**config.mk**
```make
export PLATFORM = sky130hd
export DESIGN_NAME = cartridge_bank_mapper
export DESIGN_NICKNAME = d
export VERILOG_FILES = /design/src/hw/rtl/cbm_pkg.sv /design/src/hw/rtl/cartridge_bank_mapper.sv
export SDC_FILE = /design/constraint.sdc
export NUM_CORES = 1
export LEC_CHECK = 0
export ABC_CLOCK_PERIOD_IN_PS = 15450
export BUFFER_PORTS_ARGS = -buffer_cell sky130_fd_sc_hd__buf_2
export CAP_MARGIN = 15
export CORE_MARGIN = 2
export CORE_UTILIZATION = 45
export DETAILED_ROUTE_END_ITERATION = 6
export PLACE_DENSITY = 0.6
export SYNTH_ARGS = -nofsm -noshare
export SYNTH_HDL_FRONTEND = slang
export SYNTH_SLANG_ARGS = --single-unit
```
**constraint.sdc**
```tcl
create_clock -name clock -period 15.45 [get_ports clock]
set_clock_uncertainty 0.05 [all_clocks]
set_input_delay 3.09 -clock clock [delete_from_list [all_inputs] [get_ports clock]]
set_output_delay 3.09 -clock clock [all_outputs]
set_load 0.05 [all_outputs]
```
**src/hw/rtl/cbm_pkg.sv**
```systemverilog
// ---------------------------------------------------------------------------
// cbm_pkg
// Shared types, constants and helpers for the cartridge bank mapper.
// ---------------------------------------------------------------------------
package cbm_pkg;

   // storage widths of the bank slots
   localparam int ROM_BANK_BITS  = 8;
   localparam int VROM_BANK_BITS = 10;

   // table geometry
   localparam int CPU_SLOTS     = 5;
   localparam int VID_SLOTS     = 12;
   localparam int CPU_IDX_BITS  = $clog2(CPU_SLOTS);
   localparam int VID_IDX_BITS  = $clog2(VID_SLOTS);
   localparam int CPU_FIRST_PG  = 3;
   localparam int CPU_LAST_PG   = CPU_FIRST_PG + CPU_SLOTS - 1;
   localparam int PATT_SLOTS    = 8;

   // field widths
   localparam int TYPE_W   = 3;
   localparam int SLOT_W   = 4;
   localparam int BANK_W   = 16;
   localparam int ADDR_W   = 16;
   localparam int PHYS_W   = 21;
   localparam int ROM_CNT_W  = 9;
   localparam int VROM_CNT_W = 11;
   localparam int CSR_DATA_W = 11;
   localparam int CSR_IDX_W  = 1;

   // page geometry
   localparam int CPU_OFS_BITS = 13;
   localparam int VID_OFS_BITS = 10;

   // reset values of the bank counts
   localparam logic [ROM_CNT_W-1:0]  ROM_CNT_RST  = ROM_CNT_W'(2);
   localparam logic [VROM_CNT_W-1:0] VROM_CNT_RST = VROM_CNT_W'(8);

   // RAM page masks and the last mapped video address
   localparam logic [BANK_W-1:0] PATT_PAGE_MASK = 16'h000F;
   localparam logic [BANK_W-1:0] NAMT_PAGE_MASK = 16'h0003;
   localparam logic [ADDR_W-1:0] VID_ADDR_LAST  = 16'h2FFF;

   typedef enum logic [TYPE_W-1:0] {
      REQ_SET_ROM  = 3'd0,
      REQ_SET_VROM = 3'd1,
      REQ_SET_VRAM = 3'd2,
      REQ_XLAT_CPU = 3'd3,
      REQ_XLAT_VID = 3'd4
   } req_kind_type;

   typedef enum logic [1:0] {
      SPACE_PROG = 2'd0,
      SPACE_VROM = 2'd1,
      SPACE_PATT = 2'd2,
      SPACE_NAMT = 2'd3
   } space_type;

   typedef struct packed {
      space_type                 src;
      logic [VROM_BANK_BITS-1:0] bank;
   } vid_entry_type;

   typedef enum logic [CSR_IDX_W-1:0] {
      CSR_ROM_COUNT  = 1'd0,
      CSR_VROM_COUNT = 1'd1
   } csr_index_type;

   // smallest all-ones value covering m
   function automatic logic [BANK_W-1:0] cover_mask(input logic [BANK_W-1:0] m);
      logic [BANK_W-1:0] r;
      r = m;
      r = r | (r >> 1);
      r = r | (r >> 2);
      r = r | (r >> 4);
      r = r | (r >> 8);
      return r;
   endfunction

endpackage

```
**src/hw/rtl/cartridge_bank_mapper.sv**
```systemverilog
// ---------------------------------------------------------------------------
// cartridge_bank_mapper
// Bank switching table: five 8K program slots and twelve 1K video slots,
// written one slot at a time, and address translation through the table.
//   Response valid rises in the cycle after the request transfer.
//   Throughput: one item per cycle; the single response register stalls
//   the request side only while it holds an untaken response.
//   Reset (sync, active high): all slots bank 0 (video source video ROM),
//   ROM count 2, video ROM count 8, response register empty.
// ---------------------------------------------------------------------------
module cartridge_bank_mapper (
   input  logic                             clock,
   input  logic                             reset,
   // request channel
   input  logic                             req_valid,
   output logic                             req_ready,
   input  logic [cbm_pkg::TYPE_W-1:0]       req_type,
   input  logic [cbm_pkg::SLOT_W-1:0]       req_slot,
   input  logic [cbm_pkg::BANK_W-1:0]       req_bank_num,
   input  logic [cbm_pkg::ADDR_W-1:0]       req_address,
   // response channel
   output logic                             rsp_valid,
   input  logic                             rsp_ready,
   output logic                             rsp_accepted,
   output logic [1:0]                       rsp_target_space,
   output logic [cbm_pkg::PHYS_W-1:0]       rsp_phys_addr,
   // configuration
   input  logic                             csr_we,
   input  logic [cbm_pkg::CSR_IDX_W-1:0]    csr_index,
   input  logic [cbm_pkg::CSR_DATA_W-1:0]   csr_wdata
);

   // ---------------------------------------------------------------
   // State
   // ---------------------------------------------------------------
   logic [cbm_pkg::ROM_CNT_W-1:0]     rom_cnt_ff;
   logic [cbm_pkg::VROM_CNT_W-1:0]    vrom_cnt_ff;
   logic [cbm_pkg::ROM_BANK_BITS-1:0] cpu_bank_ff [cbm_pkg::CPU_SLOTS];
   cbm_pkg::vid_entry_type            vid_entry_ff [cbm_pkg::VID_SLOTS];

   logic                              rsp_valid_ff, rsp_valid_in;
   logic                              rsp_acc_ff, rsp_acc_in;
   cbm_pkg::space_type                rsp_space_ff, rsp_space_in;
   logic [cbm_pkg::PHYS_W-1:0]        rsp_phys_ff, rsp_phys_in;

   // ---------------------------------------------------------------
   // Handshake: response register frees up in the cycle it is taken
   // ---------------------------------------------------------------
   logic xfer;
   assign req_ready = !rsp_valid_ff || rsp_ready;
   assign xfer      = req_valid && req_ready;

   // ---------------------------------------------------------------
   // Bank checks. Mask covers count-1; a zero count gives all ones,
   // so nothing is ever below it and every checked write is rejected.
   // ---------------------------------------------------------------
   logic [cbm_pkg::BANK_W-1:0] rom_cover, rom_b, vrom_cover, vrom_b;
   logic                       rom_ok, vrom_ok;

   assign rom_cover = cbm_pkg::cover_mask(cbm_pkg::BANK_W'(rom_cnt_ff) - 16'd1);
   assign rom_b     = req_bank_num & rom_cover;
   // also reject banks that would not fit the slot storage
   assign rom_ok    = (rom_b < cbm_pkg::BANK_W'(rom_cnt_ff)) &&
                      ((rom_b >> cbm_pkg::ROM_BANK_BITS) == '0);

   assign vrom_cover = cbm_pkg::cover_mask(cbm_pkg::BANK_W'(vrom_cnt_ff) - 16'd1);
   assign vrom_b     = req_bank_num & vrom_cover;
   assign vrom_ok    = (vrom_b < cbm_pkg::BANK_W'(vrom_cnt_ff)) &&
                       ((vrom_b >> cbm_pkg::VROM_BANK_BITS) == '0);

   // slot decode for writes
   logic                              cpu_slot_ok, vid_slot_ok, patt_slot;
   logic [cbm_pkg::SLOT_W-1:0]        cpu_slot_rel;
   logic [cbm_pkg::CPU_IDX_BITS-1:0]  cpu_wr_idx;
   logic [cbm_pkg::VID_IDX_BITS-1:0]  vid_wr_idx;

   assign cpu_slot_ok  = (req_slot >= cbm_pkg::SLOT_W'(cbm_pkg::CPU_FIRST_PG)) &&
                         (req_slot <= cbm_pkg::SLOT_W'(cbm_pkg::CPU_LAST_PG));
   assign cpu_slot_rel = req_slot - cbm_pkg::SLOT_W'(cbm_pkg::CPU_FIRST_PG);
   assign cpu_wr_idx   = cpu_slot_rel[cbm_pkg::CPU_IDX_BITS-1:0];
   assign vid_slot_ok  = req_slot < cbm_pkg::SLOT_W'(cbm_pkg::VID_SLOTS);
   assign patt_slot    = req_slot < cbm_pkg::SLOT_W'(cbm_pkg::PATT_SLOTS);
   assign vid_wr_idx   = req_slot[cbm_pkg::VID_IDX_BITS-1:0];

   // translate decode: CPU page from the top address bits, video slot
   // from the 1K page number
   logic [2:0]                        cpu_page, cpu_page_rel;
   logic                              cpu_page_ok, vid_addr_ok;
   logic [cbm_pkg::CPU_IDX_BITS-1:0]  cpu_rd_idx;
   logic [cbm_pkg::VID_IDX_BITS-1:0]  vid_rd_idx;
   cbm_pkg::vid_entry_type            vid_rd;

   assign cpu_page     = req_address[cbm_pkg::ADDR_W-1:cbm_pkg::CPU_OFS_BITS];
   assign cpu_page_ok  = (cpu_page >= 3'(cbm_pkg::CPU_FIRST_PG)) &&
                         (cpu_page <= 3'(cbm_pkg::CPU_LAST_PG));
   assign cpu_page_rel = cpu_page - 3'(cbm_pkg::CPU_FIRST_PG);
   assign cpu_rd_idx   = cpu_page_rel[cbm_pkg::CPU_IDX_BITS-1:0];
   assign vid_addr_ok  = req_address <= cbm_pkg::VID_ADDR_LAST;
   assign vid_rd_idx   = req_address[cbm_pkg::VID_OFS_BITS +: cbm_pkg::VID_IDX_BITS];
   assign vid_rd       = vid_entry_ff[vid_rd_idx];

   // ---------------------------------------------------------------
   // Per-request decode: table write strobes and the response fields
   // ---------------------------------------------------------------
   logic                   cpu_we, vid_we;
   cbm_pkg::vid_entry_type vid_wdata;

   always_comb begin
      cpu_we         = 1'b0;
      vid_we         = 1'b0;
      vid_wdata.src  = cbm_pkg::SPACE_VROM;
      vid_wdata.bank = vrom_b[cbm_pkg::VROM_BANK_BITS-1:0];
      rsp_acc_in     = 1'b0;
      rsp_space_in   = cbm_pkg::SPACE_PROG;
      rsp_phys_in    = '0;
      case (req_type)
         cbm_pkg::REQ_SET_ROM: begin
            if (cpu_slot_ok && rom_ok) begin
               cpu_we     = 1'b1;
               rsp_acc_in = 1'b1;
            end
         end
         cbm_pkg::REQ_SET_VROM: begin
            if (vid_slot_ok) begin
               rsp_space_in = cbm_pkg::SPACE_VROM;
               if (vrom_ok) begin
                  vid_we     = 1'b1;
                  rsp_acc_in = 1'b1;
               end
            end
         end
         cbm_pkg::REQ_SET_VRAM: begin
            if (patt_slot) begin
               vid_we         = 1'b1;
               vid_wdata.src  = cbm_pkg::SPACE_PATT;
               vid_wdata.bank = cbm_pkg::VROM_BANK_BITS'(req_bank_num &
                                                          cbm_pkg::PATT_PAGE_MASK);
               rsp_space_in   = cbm_pkg::SPACE_PATT;
               rsp_acc_in     = 1'b1;
            end else if (vid_slot_ok) begin
               vid_we         = 1'b1;
               vid_wdata.src  = cbm_pkg::SPACE_NAMT;
               vid_wdata.bank = cbm_pkg::VROM_BANK_BITS'(req_bank_num &
                                                          cbm_pkg::NAMT_PAGE_MASK);
               rsp_space_in   = cbm_pkg::SPACE_NAMT;
               rsp_acc_in     = 1'b1;
            end
         end
         cbm_pkg::REQ_XLAT_CPU: begin
            if (cpu_page_ok) begin
               rsp_acc_in  = 1'b1;
               rsp_phys_in = cbm_pkg::PHYS_W'({cpu_bank_ff[cpu_rd_idx],
                               req_address[cbm_pkg::CPU_OFS_BITS-1:0]});
            end
         end
         cbm_pkg::REQ_XLAT_VID: begin
            if (vid_addr_ok) begin
               rsp_acc_in   = 1'b1;
               rsp_space_in = vid_rd.src;
               rsp_phys_in  = cbm_pkg::PHYS_W'({vid_rd.bank,
                                req_address[cbm_pkg::VID_OFS_BITS-1:0]});
            end
         end
         default: begin
            // unknown request: no change, all-zero response
         end
      endcase
   end

   // response register: loads on a request transfer, empties when taken
   always_comb begin
      rsp_valid_in = rsp_valid_ff;
      if (xfer) begin
         rsp_valid_in = 1'b1;
      end else if (rsp_ready) begin
         rsp_valid_in = 1'b0;
      end
   end

   // ---------------------------------------------------------------
   // Registers
   // ---------------------------------------------------------------
   always_ff @(posedge clock) begin
      if (reset) begin
         rsp_valid_ff <= 1'b0;
      end else begin
         rsp_valid_ff <= rsp_valid_in;
      end
   end

   always_ff @(posedge clock) begin
      if (xfer) begin
         rsp_acc_ff   <= rsp_acc_in;
         rsp_space_ff <= rsp_space_in;
         rsp_phys_ff  <= rsp_phys_in;
      end
   end

   // bank counts; must be written only while idle, which the block does not enforce
   always_ff @(posedge clock) begin
      if (reset) begin
         rom_cnt_ff  <= cbm_pkg::ROM_CNT_RST;
         vrom_cnt_ff <= cbm_pkg::VROM_CNT_RST;
      end else if (csr_we) begin
         case (csr_index)
            cbm_pkg::CSR_ROM_COUNT:  rom_cnt_ff  <= csr_wdata[cbm_pkg::ROM_CNT_W-1:0];
            cbm_pkg::CSR_VROM_COUNT: vrom_cnt_ff <= csr_wdata[cbm_pkg::VROM_CNT_W-1:0];
            default: begin
            end
         endcase
      end
   end

   // slot tables
   always_ff @(posedge clock) begin
      if (reset) begin
         for (int i = 0; i < cbm_pkg::CPU_SLOTS; i++) begin
            cpu_bank_ff[i] <= '0;
         end
         for (int i = 0; i < cbm_pkg::VID_SLOTS; i++) begin
            vid_entry_ff[i].src  <= cbm_pkg::SPACE_VROM;
            vid_entry_ff[i].bank <= '0;
         end
      end else if (xfer) begin
         if (cpu_we) begin
            cpu_bank_ff[cpu_wr_idx] <= rom_b[cbm_pkg::ROM_BANK_BITS-1:0];
         end
         if (vid_we) begin
            vid_entry_ff[vid_wr_idx] <= vid_wdata;
         end
      end
   end

   // ---------------------------------------------------------------
   // Outputs
   // ---------------------------------------------------------------
   assign rsp_valid        = rsp_valid_ff;
   assign rsp_accepted     = rsp_acc_ff;
   assign rsp_target_space = rsp_space_ff;
   assign rsp_phys_addr    = rsp_phys_ff;

   // ---------------------------------------------------------------
   // Assertions
   // ---------------------------------------------------------------
   // request side stalls only behind an untaken response
   a_stall_cause: assert property (@(posedge clock) disable iff (reset)
      !req_ready |-> (rsp_valid && !rsp_ready))
      else $error("request stalled without a pending response");

   // every request transfer produces a response next cycle
   a_rsp_follows: assert property (@(posedge clock) disable iff (reset)
      xfer |=> rsp_valid)
      else $error("request transfer without response");

   // rejected or unmapped items never carry an address
   a_rej_zero: assert property (@(posedge clock) disable iff (reset)
      (rsp_valid && !rsp_accepted) |-> (rsp_phys_addr == '0))
      else $error("rejected response with nonzero address");

   // a taken response without a new transfer leaves the register empty
   a_drain: assert property (@(posedge clock) disable iff (reset)
      (rsp_valid && rsp_ready && !req_valid) |=> !rsp_valid)
      else $error("response register did not drain");

endmodule

```
; ---- Word-level counts from Yosys, hierarchy flattened
; Memory sizes are Yosys's and may differ from the RTL's.
; Cells that the tools add are included.
; W data, S select, Z words.
[totals]
n_memories = 2
ram_bits = 184
reg_bits = 45
output_inout_bits = 26
elab_cells = 91
[classes]
n_addsub = 4
n_bitwise = 11
reduce_logical = 16
eq_ne = 4
n_lt_le_gt_ge = 9
muxes = 39
[memory_table]
columns = memory, words, word_bits, rd, rd_ports_with_merged_regs, wr, line
row1 = vid_entry_ff, 12, 12, 1, 0, 12, cartridge_bank_mapper.sv:39  ; cbm_pkg::vid_entry_type vid_entry_ff [cbm_pkg::VID_SLOTS];
row2 = cpu_bank_ff, 5, 8, 1, 0, 5, cartridge_bank_mapper.sv:38  ; logic [cbm_pkg::ROM_BANK_BITS-1:0] cpu_bank_ff [cbm_pkg::CPU_SLOTS];
[op_table]
columns = cell, count
row1 = $mux W12, 4
row2 = $pmux W21 S2, 1
row3 = $and A16 B16 Y16, 2
row4 = $logic_not A16 Y1, 2
row5 = $or A16 B12 Y16, 2
row6 = $or A16 B14 Y16, 2
row7 = $or A16 B15 Y16, 2
row8 = $or A16 B8 Y16, 2
row9 = $mux W1, 23
row10 = $mux W21, 1
row11 = $mux W20, 1
row12 = $le A16 B14 Y1 const B, 1
row13 = $lt A16 B11 Y1, 1
row14 = $lt A16 B9 Y1, 1
row15 = $reduce_or A12 Y1, 1
row16 = $sub A11 B1 Y12 const B, 1
row17 = $sub A9 B1 Y10 const B, 1
row18 = $lt A4 B4 Y1 const B, 2
row19 = $mux W8, 1
row20 = $reduce_or A8 Y1, 1
row21 = $eq A3 B2 Y1 const B, 2
row22 = $logic_and A1 B1 Y1, 6
row23 = $mux W2, 3
row24 = $pmux W2 S3, 1
row25 = other kinds (17), 19

; ---- Logic depth before layout (Yosys ltp)
[depth]
word_depth = 17
ltp_mapped = 18

; ---- Least setup slack after synthesis
; Ideal clock, no wire load.
[synth_timing]
path_kind = input-to-output
from = input rsp_ready
to = output req_ready
required_time_ns = 12.310
arrival_ns = 3.532
slack_ns = 8.778
cell_stages = 1
path_cell_list = nand2b_1
[synth_between]
elab_chain_len = 1
[synth_rtl]
columns = element, line
row1 = "start, declared", cartridge_bank_mapper.sv:23  ; input logic rsp_ready,
row2 = $logic_or A1 B1 Y1, cartridge_bank_mapper.sv:50  ; assign req_ready = !rsp_valid_ff || rsp_ready;
row3 = "end, declared", cartridge_bank_mapper.sv:16  ; output logic req_ready,
; No other way between the ends.

; ---- Worst setup path in the final report
; Same ends and word-level chain as after synthesis.

==> out/results.tsv <==
metric	value	unit
critical path data required time	12.31	ns
Mapped Avg Cell Area	12.49	sq um
initial antenna violation count	5	
Post-Syn Instances	1006	
Tot GR Track Use	22.72	%
finished layout cell area	14270	sq um
gp weighted congestion	0.8924	
WHS	0.4692	ns
Longest Clk Path Bufs	3	
Arr. time, crit path	3.63	ns
crit-path max cell delay	0.29	ns
CP delay by family, top	buffers and inverters	
Pwr per Cell Area	112.1	nW/um^2
post-placement cell count	1417	
Max transition margin	21.85	%
Worst Setup End Kind	primary output	
EDFF count, synth	232	
via count	8673	
number of buffers added on ports	81	
most frequent cells in the layout	edfxtp_1, nor2_1, buf_2, nand2_1, a21oi_1	
htree depth	1	
post-route ant nets	0	
Die Y	171.1	um
leading area contributor after synthesis	edfxtp_1	
Die X-Extent	171.1	um
Seq/Total Area, Yosys	58.78	%
io pins	82	
Die ar.	29280	sq um
post_cts resized	0	
Max Freq	0.1477	GHz
layout cells sized above 1	22.06	%
proportion of synthesized flip-flops having asynchronous set or reset	0	%
DRT iter0 DRCs	849	
top cells by area, synth	edfxtp_1, mux4_2, dfxtp_1	
Place WS	8.533	ns
status	finished clean	
number of buffers created by CTS	28	
#FFs+latches synth	253	
commonest non-fill, non-tap cell in the layout	edfxtp_1	
Initial Util	45.49	%
Setup Viol. Count Final	0	
hpwl dp	23010	um
leakage power total	4.938	nW
1st-pass router iterations	7	
Fin. Hold Viols	0	
area share of the largest cell type after synthesis	55.43	%
Mapped Area	12570	sq um
first-pass GRT wire length	49800	um
RSZ-0062 raised after global routing	no	
clk sink count	253	
Worst Path Buf+Inv	2	
largest net degree at the start of global routing	38	
# nets final	1160	
top_reg_cell synth	edfxtp_1	
overflow left after global routing	0	
FP Rows	61	
Synth cell types	73	
Vias per Instance	5.868	
vias in the first global route	8430	
synth warn	0	
CTS tree	done	
max-cap viol count	0	
Hold Buf Count CTS	0	
Routed Wire Length	32630	um
cells along the critical path	buf_2 > nand2b_1 > buf_2	
detailed-route DRC error count	0	
Core Box Area	27630	sq um
clk slew on worst S/H paths	0.06	ns
worst hold path type	register to register	
non-filler cells, final	1478	
Worst path slowest cell	buf_2	
cell mode on critical path	buf_2	
Slew @ Worst Pin	1.165	ns
Worst Slack Setup Final	8.681	ns
Area after DPL	13370	sq um
final period utilization	43.81	%
post-CTS setup repair buffer count	0	
critical path class	primary input to primary output	
CP Launch Type	primary input	
Area Overhead vs Synth	13.58	%
Slew Limit Fails	0	
Worst-Skew Late Latency	0.57	ns
clock root cell	clkbuf_16	
DR WL/cell	22.08	um
crit-path max FO	4	
Final min period	6.769	ns
post-route setup TNS	0	ns
Max VDD drop	0.07214	mV
## flip-flops by register name, summed over array words and instances (netlist names)
register	cells
vrom_cnt_ff	11
vid_entry_ff	144
rsp_valid	1
rsp_phys_addr	21
rsp_accepted	1
rom_cnt_ff	9
cpu_bank_ff	64
rsp_target_space	2
## cell type report
type / count / area [sq um]
Antenna cell: 3 / 7.507
Clock buffer: 32 / 715.7
Clock inverter: 20 / 131.4
Fill cell: 2449 / 13350
Inverter: 49 / 183.9
Multi-Input combinational cell: 634 / 4757
Sequential cell: 253 / 7387
Tap cell: 378 / 473.0
Timing Repair Buffer: 109 / 619.3
## synthesized netlist by cell type, types with 7 or more instances
| cell | instances |
|---|---|
| nor2_1 | 103 |
| nor3_1 | 48 |
| nand4_1 | 8 |
| buf_2 | 14 |
| and2_1 | 17 |
| edfxtp_1 | 232 |
| nor4_1 | 30 |
| ha_1 | 29 |
| o22ai_1 | 21 |
| o21ai_0 | 16 |
| dfxtp_1 | 21 |
| or4_1 | 7 |
| mux2_2 | 11 |
| mux2i_1 | 8 |
| buf_1 | 12 |
| a21oi_1 | 60 |
| nand2_1 | 75 |
| o31ai_1 | 15 |
| mux4_2 | 52 |
| nand3_1 | 32 |
| inv_1 | 49 |
| clkbuf_1 | 42 |
## kinds of logic (layout without fill, tap and decap cells)
logic type	after synthesis	in the layout	synth area share, %
simple gates	362	362	14.27
flops	253	253	58.78
compound gates	161	161	8.612
buf+inv	122	210	4.002
mux	71	71	10.94
fa+ha+maj	29	29	2.887
xor+xnor	7	7	0.4878
other cells	1	7	0.02984
## power by group
group / internal (mW) / switching (mW)
combinational: 0.0696 / 0.135
sequential: 0.771 / 0.0107
clock: 0.347 / 0.266
## tightest hold or removal path, delay by kind of cell (launching register included)
family,cells,cell delay (ns)
DFF,1,0.35
AOI/OAI and AO/OA,1,0.06
and+or+nand+nor,1,0.07
## layer usage
layer	global-route usage, %	wire [um]	vias up
li1	-	-	3990
met2	36.12	15050	379
met1	32.28	13920	4254
met5	0	13	-
met3	4.719	3020	48
met4	5.269	618	2
## metrics by stage
step	util (%)	power, mW
2_1_floorplan	-	0.9340
3_3_place_gp	48.40	0.9953
3_5_place_dp	48.40	0.9983
4_1_cts	51.46	1.609
5_1_grt	51.65	1.655
6_report	51.67	1.600
## final timing paths
kind | startpoint | end | slack, ns | depth (start not counted)
setup / recovery | rsp_ready | req_ready | 8.68 | 3
hold / removal | vrom_cnt_ff[1]$_SDFFE_PP0P_ | vrom_cnt_ff[1]$_SDFFE_PP0P_ | 0.47 | 2
setup reg to reg | vrom_cnt_ff[1]$_SDFFE_PP0P_ | vid_entry_ff[10][10]$_SDFFCE_PN1P_ | 9.86 | 16
hold reg to reg | vrom_cnt_ff[1]$_SDFFE_PP0P_ | vrom_cnt_ff[1]$_SDFFE_PP0P_ | 0.47 | 2
No activity file was read; power rests on OpenSTA's default activity.
